<file path="src/rtl/mphp_pkg.sv">
`timescale 1ns / 1ps

package mphp_pkg;

  localparam logic [7:0]  SIG_B0        = 8'h4D;  // 'M'
  localparam logic [7:0]  SIG_B1        = 8'h50;  // 'P'
  localparam logic [7:0]  SIG_B2        = 8'h2B;  // '+'
  localparam logic [3:0]  SV7_MIN_VER   = 4'd7;
  localparam logic [9:0]  OLD_LONG_VER  = 10'd5;
  localparam int unsigned FRAME_SAMPLES = 1152;
  localparam logic [10:0] DEFAULT_TRIM  = 11'd576;
  localparam logic [15:0] OLD_RATE      = 16'd44100;
  localparam int unsigned KBPS_DIV      = 1000;
  localparam logic [1:0]  CH_STEREO     = 2'd2;

  localparam logic [15:0] RATE_TABLE [4] = '{16'd44100, 16'd48000, 16'd37800, 16'd32000};

  localparam int VER_W  = 10;
  localparam int RATE_W = 16;
  localparam int HBR_W  = 9;
  localparam int SECS_W = 18;
  localparam int BR_W   = 26;

  // duration divider: (samples + rate/2) / rate
  localparam int D1_DW = 33;
  localparam int D1_VW = RATE_W;
  // bitrate divider: (length * 8) / (secs * 1000)
  localparam int D2_DW = 35;
  localparam int D2_VW = 28;

  typedef struct packed {
    logic              ok;
    logic [VER_W-1:0]  version;
    logic [31:0]       frames;
    logic [31:0]       samples;
    logic [HBR_W-1:0]  hbr;
    logic [31:0]       len;
  } p1_t;

  typedef struct packed {
    logic              ok;
    logic [VER_W-1:0]  version;
    logic [RATE_W-1:0] rate;
    logic [31:0]       frames;
    logic [31:0]       samples;
    logic [SECS_W-1:0] secs;
    logic [HBR_W-1:0]  hbr;
  } p2_t;

  typedef struct packed {
    logic [D1_DW-1:0] dividend;
    logic [D1_VW-1:0] rate;
    p1_t              pay;
  } dec_t;

endpackage

</file>
<file path="src/rtl/mphp_decode.sv">
`timescale 1ns / 1ps

module mphp_decode (
  input  logic                clk,
  input  logic                rst_n,
  input  logic                en,
  input  logic                in_valid,
  input  logic [63:0]         header_low,
  input  logic [31:0]         header_high,
  input  logic [31:0]         stream_length,
  output logic                out_valid,
  output mphp_pkg::dec_t      out_dec
);

  logic                valid_r;
  mphp_pkg::dec_t      dec_r;
  mphp_pkg::dec_t      dec_nxt;

  logic                sig_ok;
  logic [3:0]          nib;
  logic [31:0]         gap;
  logic [31:0]         word0;
  logic [9:0]          old_ver;
  logic [31:0]         frames;
  logic [10:0]         trim;
  logic [15:0]         rate;
  logic [31:0]         samples;

  always_comb begin
    sig_ok  = (header_low[7:0] == mphp_pkg::SIG_B0) && (header_low[15:8] == mphp_pkg::SIG_B1)
              && (header_low[23:16] == mphp_pkg::SIG_B2);
    nib     = header_low[27:24];
    gap     = {header_high[7:0], header_low[63:40]};
    word0   = header_low[31:0];
    old_ver = word0[20:11];
    dec_nxt = '0;
    frames  = header_low[63:32];
    trim    = mphp_pkg::DEFAULT_TRIM;
    rate    = mphp_pkg::OLD_RATE;
    if (nib >= mphp_pkg::SV7_MIN_VER) begin
      rate = mphp_pkg::RATE_TABLE[header_high[17:16]];
      if (gap[31]) begin
        trim = gap[30:20];
      end
    end else if (old_ver < mphp_pkg::OLD_LONG_VER) begin
      frames = {16'd0, header_low[63:48]};
    end
    samples = 32'(frames * 32'(mphp_pkg::FRAME_SAMPLES)) - {21'd0, trim};
    if (sig_ok) begin
      dec_nxt.pay.ok      = 1'b1;
      dec_nxt.pay.version = (nib >= mphp_pkg::SV7_MIN_VER) ? {6'd0, nib} : old_ver;
      dec_nxt.pay.hbr     = (nib >= mphp_pkg::SV7_MIN_VER) ? '0 : word0[31:23];
      dec_nxt.pay.frames  = frames;
      dec_nxt.pay.samples = samples;
      dec_nxt.pay.len     = stream_length;
      dec_nxt.rate        = rate;
      dec_nxt.dividend    = {1'b0, samples} + {18'd0, rate[15:1]};
    end
  end

  always_ff @(posedge clk) begin
    if (!rst_n) begin
      valid_r <= 1'b0;
    end else if (en) begin
      valid_r <= in_valid;
    end
    if (en) begin
      dec_r <= dec_nxt;
    end
  end

  assign out_valid = valid_r;
  assign out_dec   = dec_r;

endmodule

</file>
<file path="config.mk">
export PLATFORM = sky130hd
export DESIGN_NAME = mphp_decode
export DESIGN_NICKNAME = d
export VERILOG_FILES = /design/src/rtl/mphp_pkg.sv /design/src/rtl/mphp_decode.sv
export SDC_FILE = /design/constraint.sdc
export NUM_CORES = 1
export LEC_CHECK = 0
export ABC_AREA = 1
export ABC_CLOCK_PERIOD_IN_PS = 5400
export BUFFER_PORTS_ARGS = -buffer_cell sky130_fd_sc_hd__buf_2
export CORE_MARGIN = 8
export CORE_UTILIZATION = 45
export CTS_CLUSTER_SIZE = 24
export DETAILED_ROUTE_END_ITERATION = 10
export PLACE_DENSITY = 0.79
export SLEW_MARGIN = 20
export SYNTH_ARGS = -nofsm -noshare
export SYNTH_HDL_FRONTEND = slang
export SYNTH_SLANG_ARGS = --single-unit
</file>
<file path="constraint.sdc">
create_clock -name clk -period 5.4 [get_ports clk]
set_input_delay 0 -clock clk [delete_from_list [all_inputs] [get_ports clk]]
set_output_delay 0 -clock clk [all_outputs]
set_load 0.01 [all_outputs]
</file>
==> results.tsv, run 1 <==
stage	metric	value	unit
timing	post-route-min-period	4.95	ns
cells_and_area	layout.cells.most_common	nand2_1	
routing	avgRoutedWirePerCell	15.2	µm
logic_synthesis	synth_top_area_frac	0.444	
critical_path	cp_common_cell	nand2_1	
power	power_frac_clock	0.344	
power	pwr-share-seq	0.375	
power	p_sw_frac	0.334	
placed_design	io_buffers	272	
logic_synthesis	synth_area	0.0105	mm²
logic_synthesis	async_flop_share	0	
routing	vias	9906	
run_status	status	complete, no violations	
power	vdd_ir_drop_max	0.163	mV
logic_synthesis	syn_inst	1348	
routing	drt_iter0_drc	656	
floorplanning	die_y	169	µm
timing	fin_crit_sh	0.916	
critical_path	worst_path_max_delay_cell	dlygate4sd3_1	
critical_path	cpPeakStageDelay	0.55	ns
timing	skew	0	ns
timing	fmax	202	MHz
cells_and_area	drive_above_1_share	0.240	
clock_network	ctsLongestPathBuffers	2	
floorplanning	placementRows	56	
logic_synthesis	yosys.area.top_type	edfxtp_1	
logic_synthesis	yosysSeqAreaShare	0.446	
critical_path	worstPathRequired	5.59	ns
floorplanning	start_util	0.453	
power	p_switching	1.26	mW
routing	viasPerCell	4.89	
cells_and_area	final_area	0.0136	mm²
logic_synthesis	syn_area_per_cell	7.82	µm²
global_routing	grt.overflow.total	0	
critical_path	path_max_fanout	34	
floorplanning	die_w	169	µm
routing	first_pass_iters	6	
logic_synthesis	synth_edf_count	156	
cells_and_area	seq_area	0.00470	mm²
run	maxCapViolations	0	
critical_path	arrival	5.14	ns
clock_network	cts_sinks	157	
min_path	holdCritPathClass	in2reg	
logic_synthesis	synth_ff_type	edfxtp_1	
power	p_leak	6.77	nW
power	cellPowerDensity	278	mW/mm²
floorplanning	core	0.0233	mm²
timing	fin_tns_setup	0	ns
placed_design	placed_cell_area	0.0122	mm²
power	p_int	2.51	mW
clock_network	cts_max_level	4	
global_routing	grt_usage	0.213	
clock_network	cts_buffers	17	
power	combinationalPowerShare	0.281	
logic_synthesis	ys_warn_count	0	
clock_network	worstSkewPairLatency	0.42	ns
routing	drc	0	
global_routing	antenna_found_initial	3	
placed_design	gp_congestion	0.896	
timing	fin_ws	0.453	ns
cells_and_area	layout.nets	1886	
logic_synthesis	yosys-top-cells-area	edfxtp_1 44%, nand2_1 13%, inv_1 7.5%, ha_1 7.4%, nor2_1 6.2%	
critical_path	critPathKind	in2reg	
placed_design	post-place-ws	0.361	ns
power	finalPower	3.77	mW
cells_and_area	multi_input_area	0.00487	mm²
timing	setup_viol	0	
floorplanning	fp.dieArea	0.0286	mm²
timing	hold_violations	0	
timing	relSlewSlack	0.364	
logic_synthesis	ys_ff_latch	157	
critical_path	cp-start-kind	input port	
global_routing	grt_pass1_wl	48800	µm
routing	drt.antenna.violating_nets	0	
timing	worst_slew_pin_slew	0.954	ns
clock_network	tritoncts	done	
cells_and_area	mostFrequentLayoutCells	356 x nand2_1, 271 x buf_2, 209 x inv_1	
clock_network	clock-root-buffer	clkbuf_16	
logic_synthesis	ys_types	41	
cells_and_area	instances_no_fill	2026	
cells_and_area	area_delta_synth_final	28.6	%
placed_design	dp_hpwl	23000	µm
timing	final_max_slew_viol_count	0	
timing	rsz0062_at_grt	no	
global_routing	grt_pass1_vias	9841	
clock_network	clkTransAtPathRegs	0.08	ns
floorplanning	boundaryPins	298	
routing	totalWireLength	30900	µm
cells_and_area	fillers	2097	
critical_path	cp-end-kind	register	
placed_design	placedCellCount	1921	
global_routing	grt_start_max_net_pins	96	
[cell families after synthesis]
logic type | after synthesis | synth area share
xor+xnor | 11 | 0.00914
simple gates | 737 | 0.309
buf+inv | 257 | 0.0955
fa+ha+maj | 64 | 0.0774
flops | 157 | 0.446
compound gates | 121 | 0.0622
other cells | 1 | 0.000356
[power by group through the flow]
stage | clock, mW | combinational, mW | sequential [mW]
2_1_floorplan | 0 | 0.665 | 1.48
4_1_cts | 1.31 | 1.06 | 1.42
3_3_place_gp | 0 | 0.998 | 1.44
3_5_place_dp | 0 | 1.01 | 1.44
5_1_grt | 1.36 | 1.20 | 1.42
6_report | 1.30 | 1.06 | 1.42
[worst paths after layout]
kind	to	cells after the start	startpoint	slack (ns)
min	out_dec[104]	3	header_low[63]	0.03
min reg2reg	out_valid	3	out_valid	1.13
max reg2reg	out_valid	3	out_valid	4.14
max	out_dec[162]	30	header_low[25]	0.45
[critical path: cells and delay by family]
kind,cells,cell delay (ns)
buffers and inverters,5,1.04
and+or+nand+nor,19,2.37
adders and majority gates,4,1.43
xor gates and xnor gates,1,0.11
AOI/OAI and AO/OA,1,0.20
[flip-flops by register name (all words and copies together) (netlist names)]
name       cells
out_valid      1
out_dec      156
[area by class of cell]
cell class | count | share of cell area
multi-input combinational | 941 | 0.359
clock buffer | 19 | 0.0327
antenna | 4 | 0.000738
sequential | 157 | 0.347
clock inverter | 13 | 0.0133
timing repair buffer | 348 | 0.155
tap | 319 | 0.0294
inverter | 225 | 0.0625
[synthesized netlist by cell type, types with 10 or more instances]
library cell / number
a21oi_1: 59
and2_1: 10
buf_4: 11
clkbuf_1: 17
edfxtp_1: 156
ha_1: 62
inv_1: 210
inv_2: 14
nand2_1: 356
nand2_2: 37
nand3_1: 82
nand4_1: 15
nor2_1: 173
nor2_2: 18
nor3_1: 13
o21ai_0: 42
[repair_timing]
item                                   in CTS  in global routing
setup endpoints to repair                   0                  4
buffers inserted                            0                  3
hold buffers                               66                  0
resized for setup                           0                  2
endpoints found under the hold margin      63                  0
[per-stage QoR]
step,utilization,hold WS [ns]
after global routing,0.583,0.0330
after floorplan,-,0.0935
after CTS,0.581,0.0169
after global placement,0.526,0.237
after detailed placement,0.526,0.253
final,0.583,0.0333
[routing by layer]
metal	wire, µm	global-route usage	part of all wire	vias up
met5	0	0	0	-
met3	2020	0.0394	0.065	60
met1	11800	0.232	0.38	4476
met4	894	0.0904	0.029	0
met2	16100	0.398	0.52	358
li1	-	-	-	5012
(Power assumes the default switching activity.)
==> inputs of run 2 (changes only) <==
CORE_UTILIZATION = 50   (was 45)
PLACE_DENSITY = 0.85   (was 0.79)
==> run 2 against run 1 <==
Effect of this change:
- non-clock buffer count did not move
- global-route usage rose by 2.5 points
- flip-flop and latch count did not move
- worst setup slack got worse by 0.013 ns
- die area fell by 9.1%
- wire length rose by 1.7%
- worst hold slack got worse by 0.025 ns
==> results.tsv, run 2 (synthesis gave the netlist of run 1 again) <==
stage	metric	value	unit
placed_design	dp_hpwl	23100	µm
critical_path	worstPathRequired	5.60	ns
global_routing	grt_start_max_net_pins	111	
cells_and_area	area_delta_synth_final	27.5	%
min_path	hold_path_end	out_dec[96]	
cells_and_area	mostFrequentLayoutCells	356 x nand2_1, 271 x buf_2, 210 x inv_1	
timing	fin_ws	0.439	ns
critical_path	cp-end-kind	register	
routing	drc	0	
clock_network	clock-root-buffer	clkbuf_16	
critical_path	rr_startpoint	out_valid	
cells_and_area	drive_above_1_share	0.238	
global_routing	grt_usage	0.238	
clock_network	ctsLongestPathBuffers	2	
cells_and_area	seq_area	0.00470	mm²
cells_and_area	utilization	0.644	
timing	relSlewSlack	0.347	
critical_path	critPathKind	in2reg	
critical_path	cpPeakStageDelay	0.53	ns
cells_and_area	layout.nets	1886	
cells_and_area	final_area	0.0134	mm²
floorplanning	core	0.0209	mm²
global_routing	grt_pass1_vias	9967	
routing	drt_iter0_drc	663	
routing	avgRoutedWirePerCell	15.8	µm
run_status	status	complete, no violations	
floorplanning	die_y	161	µm
placed_design	placed_cell_area	0.0122	mm²
global_routing	antenna_found_initial	4	
min_path	holdCritPathClass	in2reg	
timing	rsz0062_at_grt	no	
global_routing	grt_pass1_wl	49800	µm
critical_path	worst_path_max_delay_cell	dlygate4sd3_1	
power	p_leak	6.75	nW
run	maxCapViolations	0	
routing	first_pass_iters	5	
critical_path	worstReg2RegEnd	out_valid	
timing	fin_crit_sh	0.919	
floorplanning	start_util	0.505	
timing	hold_violations	0	
critical_path	cp-start-kind	input port	
timing	fin_tns_setup	0	ns
clock_network	cts_buffers	17	
min_path	worstHoldStart	header_low[55]	
critical_path	cp_common_cell	nand2_1	
timing	post-route-min-period	4.96	ns
cells_and_area	layout.cells.most_common	nand2_1	
timing	fmax	202	MHz
critical_path	reg2reg_depth	3	
clock_network	clkTransAtPathRegs	0.07	ns
critical_path	path_max_fanout	34	
floorplanning	die_w	161	µm
clock_network	cts_max_level	4	
min_path	hold_depth	3	
cells_and_area	largest_register_ff_count	156	
timing	setup_viol	0	
timing	final_max_slew_viol_count	0	
timing	skew	0	ns
placed_design	gp_congestion	0.898	
timing	worst_slew_pin_slew	0.979	ns
global_routing	grt.overflow.total	0	
floorplanning	fp.dieArea	0.0260	mm²
floorplanning	placementRows	53	
routing	totalWireLength	31400	µm
clock_network	worstSkewPairLatency	0.42	ns
clock_network	cts_sinks	157	
critical_path	arrival	5.16	ns
placed_design	io_buffers	272	
clock_network	tritoncts	done	
power	vdd_ir_drop_max	0.181	mV
routing	drt.antenna.violating_nets	0	
cells_and_area	fillers	1723	
routing	viasPerCell	5.12	
critical_path	regToRegSetupSlack	4.16	ns
power	cellPowerDensity	270	mW/mm²
floorplanning	boundaryPins	298	
placed_design	post-place-ws	0.339	ns
cells_and_area	multi_input_area	0.00488	mm²
routing	vias	10200	
[run 2: cell count changes in the layout (fill, tap and decap cells not counted)]
cell / delta
buf_4: -2
bufinv_16: -3
inv_1: +1
nor2_2: +1
clkbuf_8: -1
dlygate4sd3_1: +2
nor2_1: -1
inv_6: +1
clkinv_2: +1
clkinv_8: +1
[run 2: what timing repair did]
action | 4_1_cts | 5_1_grt
endpoints found under the hold margin | 63 | 0
setup buffers | 0 | 0
setup endpoints to repair | 0 | 8
gates resized for setup | 0 | 2
hold buffers | 68 | 0
[run 2: through the flow]
step | hold WS (ns) | power, mW | cells
2_1_floorplan | 0.0935 | 2.14 | 1355
3_3_place_gp | 0.236 | 2.43 | 1878
3_5_place_dp | 0.246 | 2.45 | 1878
4_1_cts | 0.00323 | 3.63 | 1978
5_1_grt | 0.0313 | 3.82 | 1982
6_report | 0.00817 | 3.63 | 1982
[run 2: worst max-delay path, delay by kind of cell]
family	cells	cell delay, ns
fa+ha+maj	4	1.35
buf+inv	6	1.09
compound gates	1	0.20
xor+xnor	1	0.19
simple gates	17	2.32
[run 2: worst max path at each step]
stage | startpoint | to | slack, ns | cells after the start
2_1_floorplan | header_low[15] | out_dec[162] | 0.82 | 27
3_3_place_gp | header_low[15] | out_dec[162] | 0.51 | 27
3_5_place_dp | header_low[15] | out_dec[162] | 0.34 | 27
4_1_cts | header_low[24] | out_dec[162] | 0.42 | 29
5_1_grt | header_low[24] | out_dec[163] | 0.0007 | 33
6_report | header_low[24] | out_dec[162] | 0.44 | 29
[run 2: routing by layer]
| layer | vias up | global-route usage | wire length (µm) |
|---|---|---|---|
| met2 | 409 | 0.431 | 16200 |
| li1 | 5018 | - | - |
| met1 | 4615 | 0.262 | 11700 |
| met3 | 112 | 0.0456 | 2180 |
| met4 | 0 | 0.115 | 1360 |
| met5 | - | 0 | 0 |
[run 2: report_power, final]
part           internal (mW)  leakage, nW  total (mW)  switching [mW]
clock                  0.606        0.265        1.15           0.547
sequential              1.40         1.49        1.42          0.0182
combinational          0.360         4.99        1.06           0.704
total                   2.36         6.75        3.63            1.27
[run 2: final cells by class]
cell class / count / share of cell area
timing repair buffer: 348 / 0.157
clock buffer: 18 / 0.0319
multi-input combinational: 941 / 0.363
tap: 275 / 0.0256
sequential: 157 / 0.350
antenna: 4 / 0.000744
clock inverter: 14 / 0.00949
inverter: 225 / 0.0628
==> inputs of run 3 (changes only) <==
ABC_CLOCK_PERIOD_IN_PS = 5650   (was 5400)
SLEW_MARGIN = not set   (was 20)
clock period = 5.65 ns   (was 5.4 ns; I/O delays follow)
==> run 3 against run 2 <==
Effect of this change:
- critical path type unchanged
- clock power is essentially flat
- largest power group unchanged
- via count shrank 0.11%
- combinational power shrank 5%
- flip-flop and latch count is the same
- die area is the same
- clock skew is the same
- critical path depth is the same
- register-to-register slack gained 0.27 ns
==> results.tsv, run 3 (synthesis gave the netlist of run 1 again) <==
stage	metric	value	unit
cells_and_area	area_delta_synth_final	27.9	%
clock_network	ctsLongestPathBuffers	2	
timing	fin_crit_sh	0.914	
routing	viasPerCell	5.11	
cells_and_area	layout.cells.most_common	nand2_1	
routing	totalWireLength	31100	µm
floorplanning	die_y	161	µm
routing	dr.max_layer_used	met4	
power	p_sw_frac	0.344	
critical_path	critPathKind	in2reg	
floorplanning	start_util	0.505	
timing	rsz0062_at_grt	no	
critical_path	regToRegSetupSlack	4.43	ns
routing	wl_met2	16400	µm
clock_network	worstSkewPairLatency	0.42	ns
placed_design	dp_hpwl	22800	µm
power	pwr-share-seq	0.385	
timing	skew	0	ns
routing	met3_length	2210	µm
power	combinationalPowerShare	0.289	
routing	routedLengthMet1	11500	µm
routing	first_pass_iters	5	
critical_path	worstReg2RegEnd	out_valid	
cells_and_area	mostFrequentLayoutCells	356 x nand2_1, 271 x buf_2, 210 x inv_1	
critical_path	worstPathRequired	5.85	ns
critical_path	cpPeakStageDelay	0.53	ns
timing	fmax	194	MHz
timing	setup_viol	0	
power	p_int	2.31	mW
global_routing	grt_pass1_vias	10100	
run	maxCapViolations	0	
floorplanning	placementRows	53	
min_path	holdCritPathClass	in2reg	
min_path	hold_depth	3	
critical_path	cp-end-kind	register	
cells_and_area	utilization	0.646	
placed_design	io_buffers	272	
routing	drc	0	
clock_network	cts_buffers	17	
clock_network	cts_sinks	157	
global_routing	grt_usage	0.235	
clock_network	cts_setup_buffers	0	
floorplanning	boundaryPins	298	
critical_path	rr_startpoint	out_valid	
floorplanning	core	0.0209	mm²
timing	worst_slew_pin_slew	1.00	ns
timing	relSlewSlack	0.333	
critical_path	cp_common_cell	nand2_1	
floorplanning	die_w	161	µm
cells_and_area	largest_register_ff_count	156	
routing	drt_iter0_drc	622	
critical_path	cp-start-kind	input port	
floorplanning	fp.dieArea	0.0260	mm²
min_path	hold_path_end	out_dec[104]	
placed_design	gp_congestion	0.905	
cells_and_area	fillers	1698	
run_status	status	complete, no violations	
timing	final_max_slew_viol_count	0	
global_routing	grt_start_max_net_pins	112	
power	p_switching	1.21	mW
min_path	worstHoldStart	header_low[63]	
timing	hold_violations	0	
critical_path	arrival	5.36	ns
power	power_frac_clock	0.326	
clock_network	clkTransAtPathRegs	0.07	ns
routing	avgRoutedWirePerCell	15.7	µm
clock_network	tritoncts	done	
global_routing	antenna_found_initial	5	
cells_and_area	layout.nets	1888	
global_routing	grt.overflow.total	0	
routing	drt.antenna.violating_nets	0	
power	vdd_ir_drop_max	0.205	mV
power	p_leak	6.77	nW
routing	vias	10100	
critical_path	reg2reg_depth	3	
cells_and_area	drive_above_1_share	0.238	
global_routing	grt_pass1_wl	49400	µm
critical_path	worst_path_max_delay_cell	dlygate4sd3_1	
timing	fin_tns_setup	0	ns
power	cellPowerDensity	261	mW/mm²
timing	post-route-min-period	5.16	ns
clock_network	clock-root-buffer	clkbuf_16	
critical_path	path_max_fanout	9	
clock_network	cts_max_level	4	
-- run 3: layout make-up --
class,count,area [µm²],share of cell area
repair buffers,350,2130,0.158
clock buffers,18,429,0.0318
inverters,225,845,0.0626
well taps,275,344,0.0255
multi-input cells,941,4870,0.361
clock inverters,14,148,0.0109
diodes,6,15.0,0.00111
flip-flops and latches,157,4700,0.349
-- run 3: per-stage QoR --
stage | cells | hold slack [ns] | instance area [µm²] | power (mW) | worst slack [ns]
3_5_place_dp | 1878 | 0.245 | 12200 | 2.34 | 0.441
4_1_cts | 1980 | 0.0307 | 13500 | 3.52 | 0.575
3_3_place_gp | 1878 | 0.236 | 12200 | 2.32 | 0.659
5_1_grt | 1985 | 0.0676 | 13500 | 3.69 | 0.0465
6_report | 1986 | 0.0654 | 13500 | 3.52 | 0.488
2_1_floorplan | 1355 | 0.0935 | 10600 | 2.05 | 1.07
-- run 3: worst max path at each step --
stage                    from            to  cells after the start
2_1_floorplan  header_low[15]  out_dec[162]                     27
3_3_place_gp   header_low[15]  out_dec[162]                     27
3_5_place_dp   header_low[15]  out_dec[162]                     25
4_1_cts        header_low[24]  out_dec[162]                     29
5_1_grt        header_low[24]  out_dec[162]                     29
6_report       header_low[24]  out_dec[162]                     29
-- run 3: critical path, delay by kind of cell --
kind	cells	cell delay, ns
compound gates	1	0.19
xor+xnor	1	0.19
fa+ha+maj	4	1.36
buf+inv	6	1.13
simple gates	17	2.46
-- run 3: metal layers --
| layer | track usage | vias up |
|---|---|---|
| met5 | 0 | - |
| met3 | 0.0496 | 79 |
| met2 | 0.437 | 436 |
| met1 | 0.249 | 4594 |
| met4 | 0.108 | 0 |
| li1 | - | 5034 |
-- run 3: power by group through the flow --
stage | combinational (mW) | sequential [mW] | clock [mW]
5_1_grt | 1.13 | 1.36 | 1.20
2_1_floorplan | 0.635 | 1.41 | 0
4_1_cts | 1.01 | 1.35 | 1.16
3_3_place_gp | 0.943 | 1.38 | 0
3_5_place_dp | 0.960 | 1.38 | 0
6_report | 1.01 | 1.35 | 1.15
-- run 3: what timing repair did --
item	in CTS	in global routing
gates resized for setup	0	0
hold buffers	70	0
hold endpoints to repair	65	0
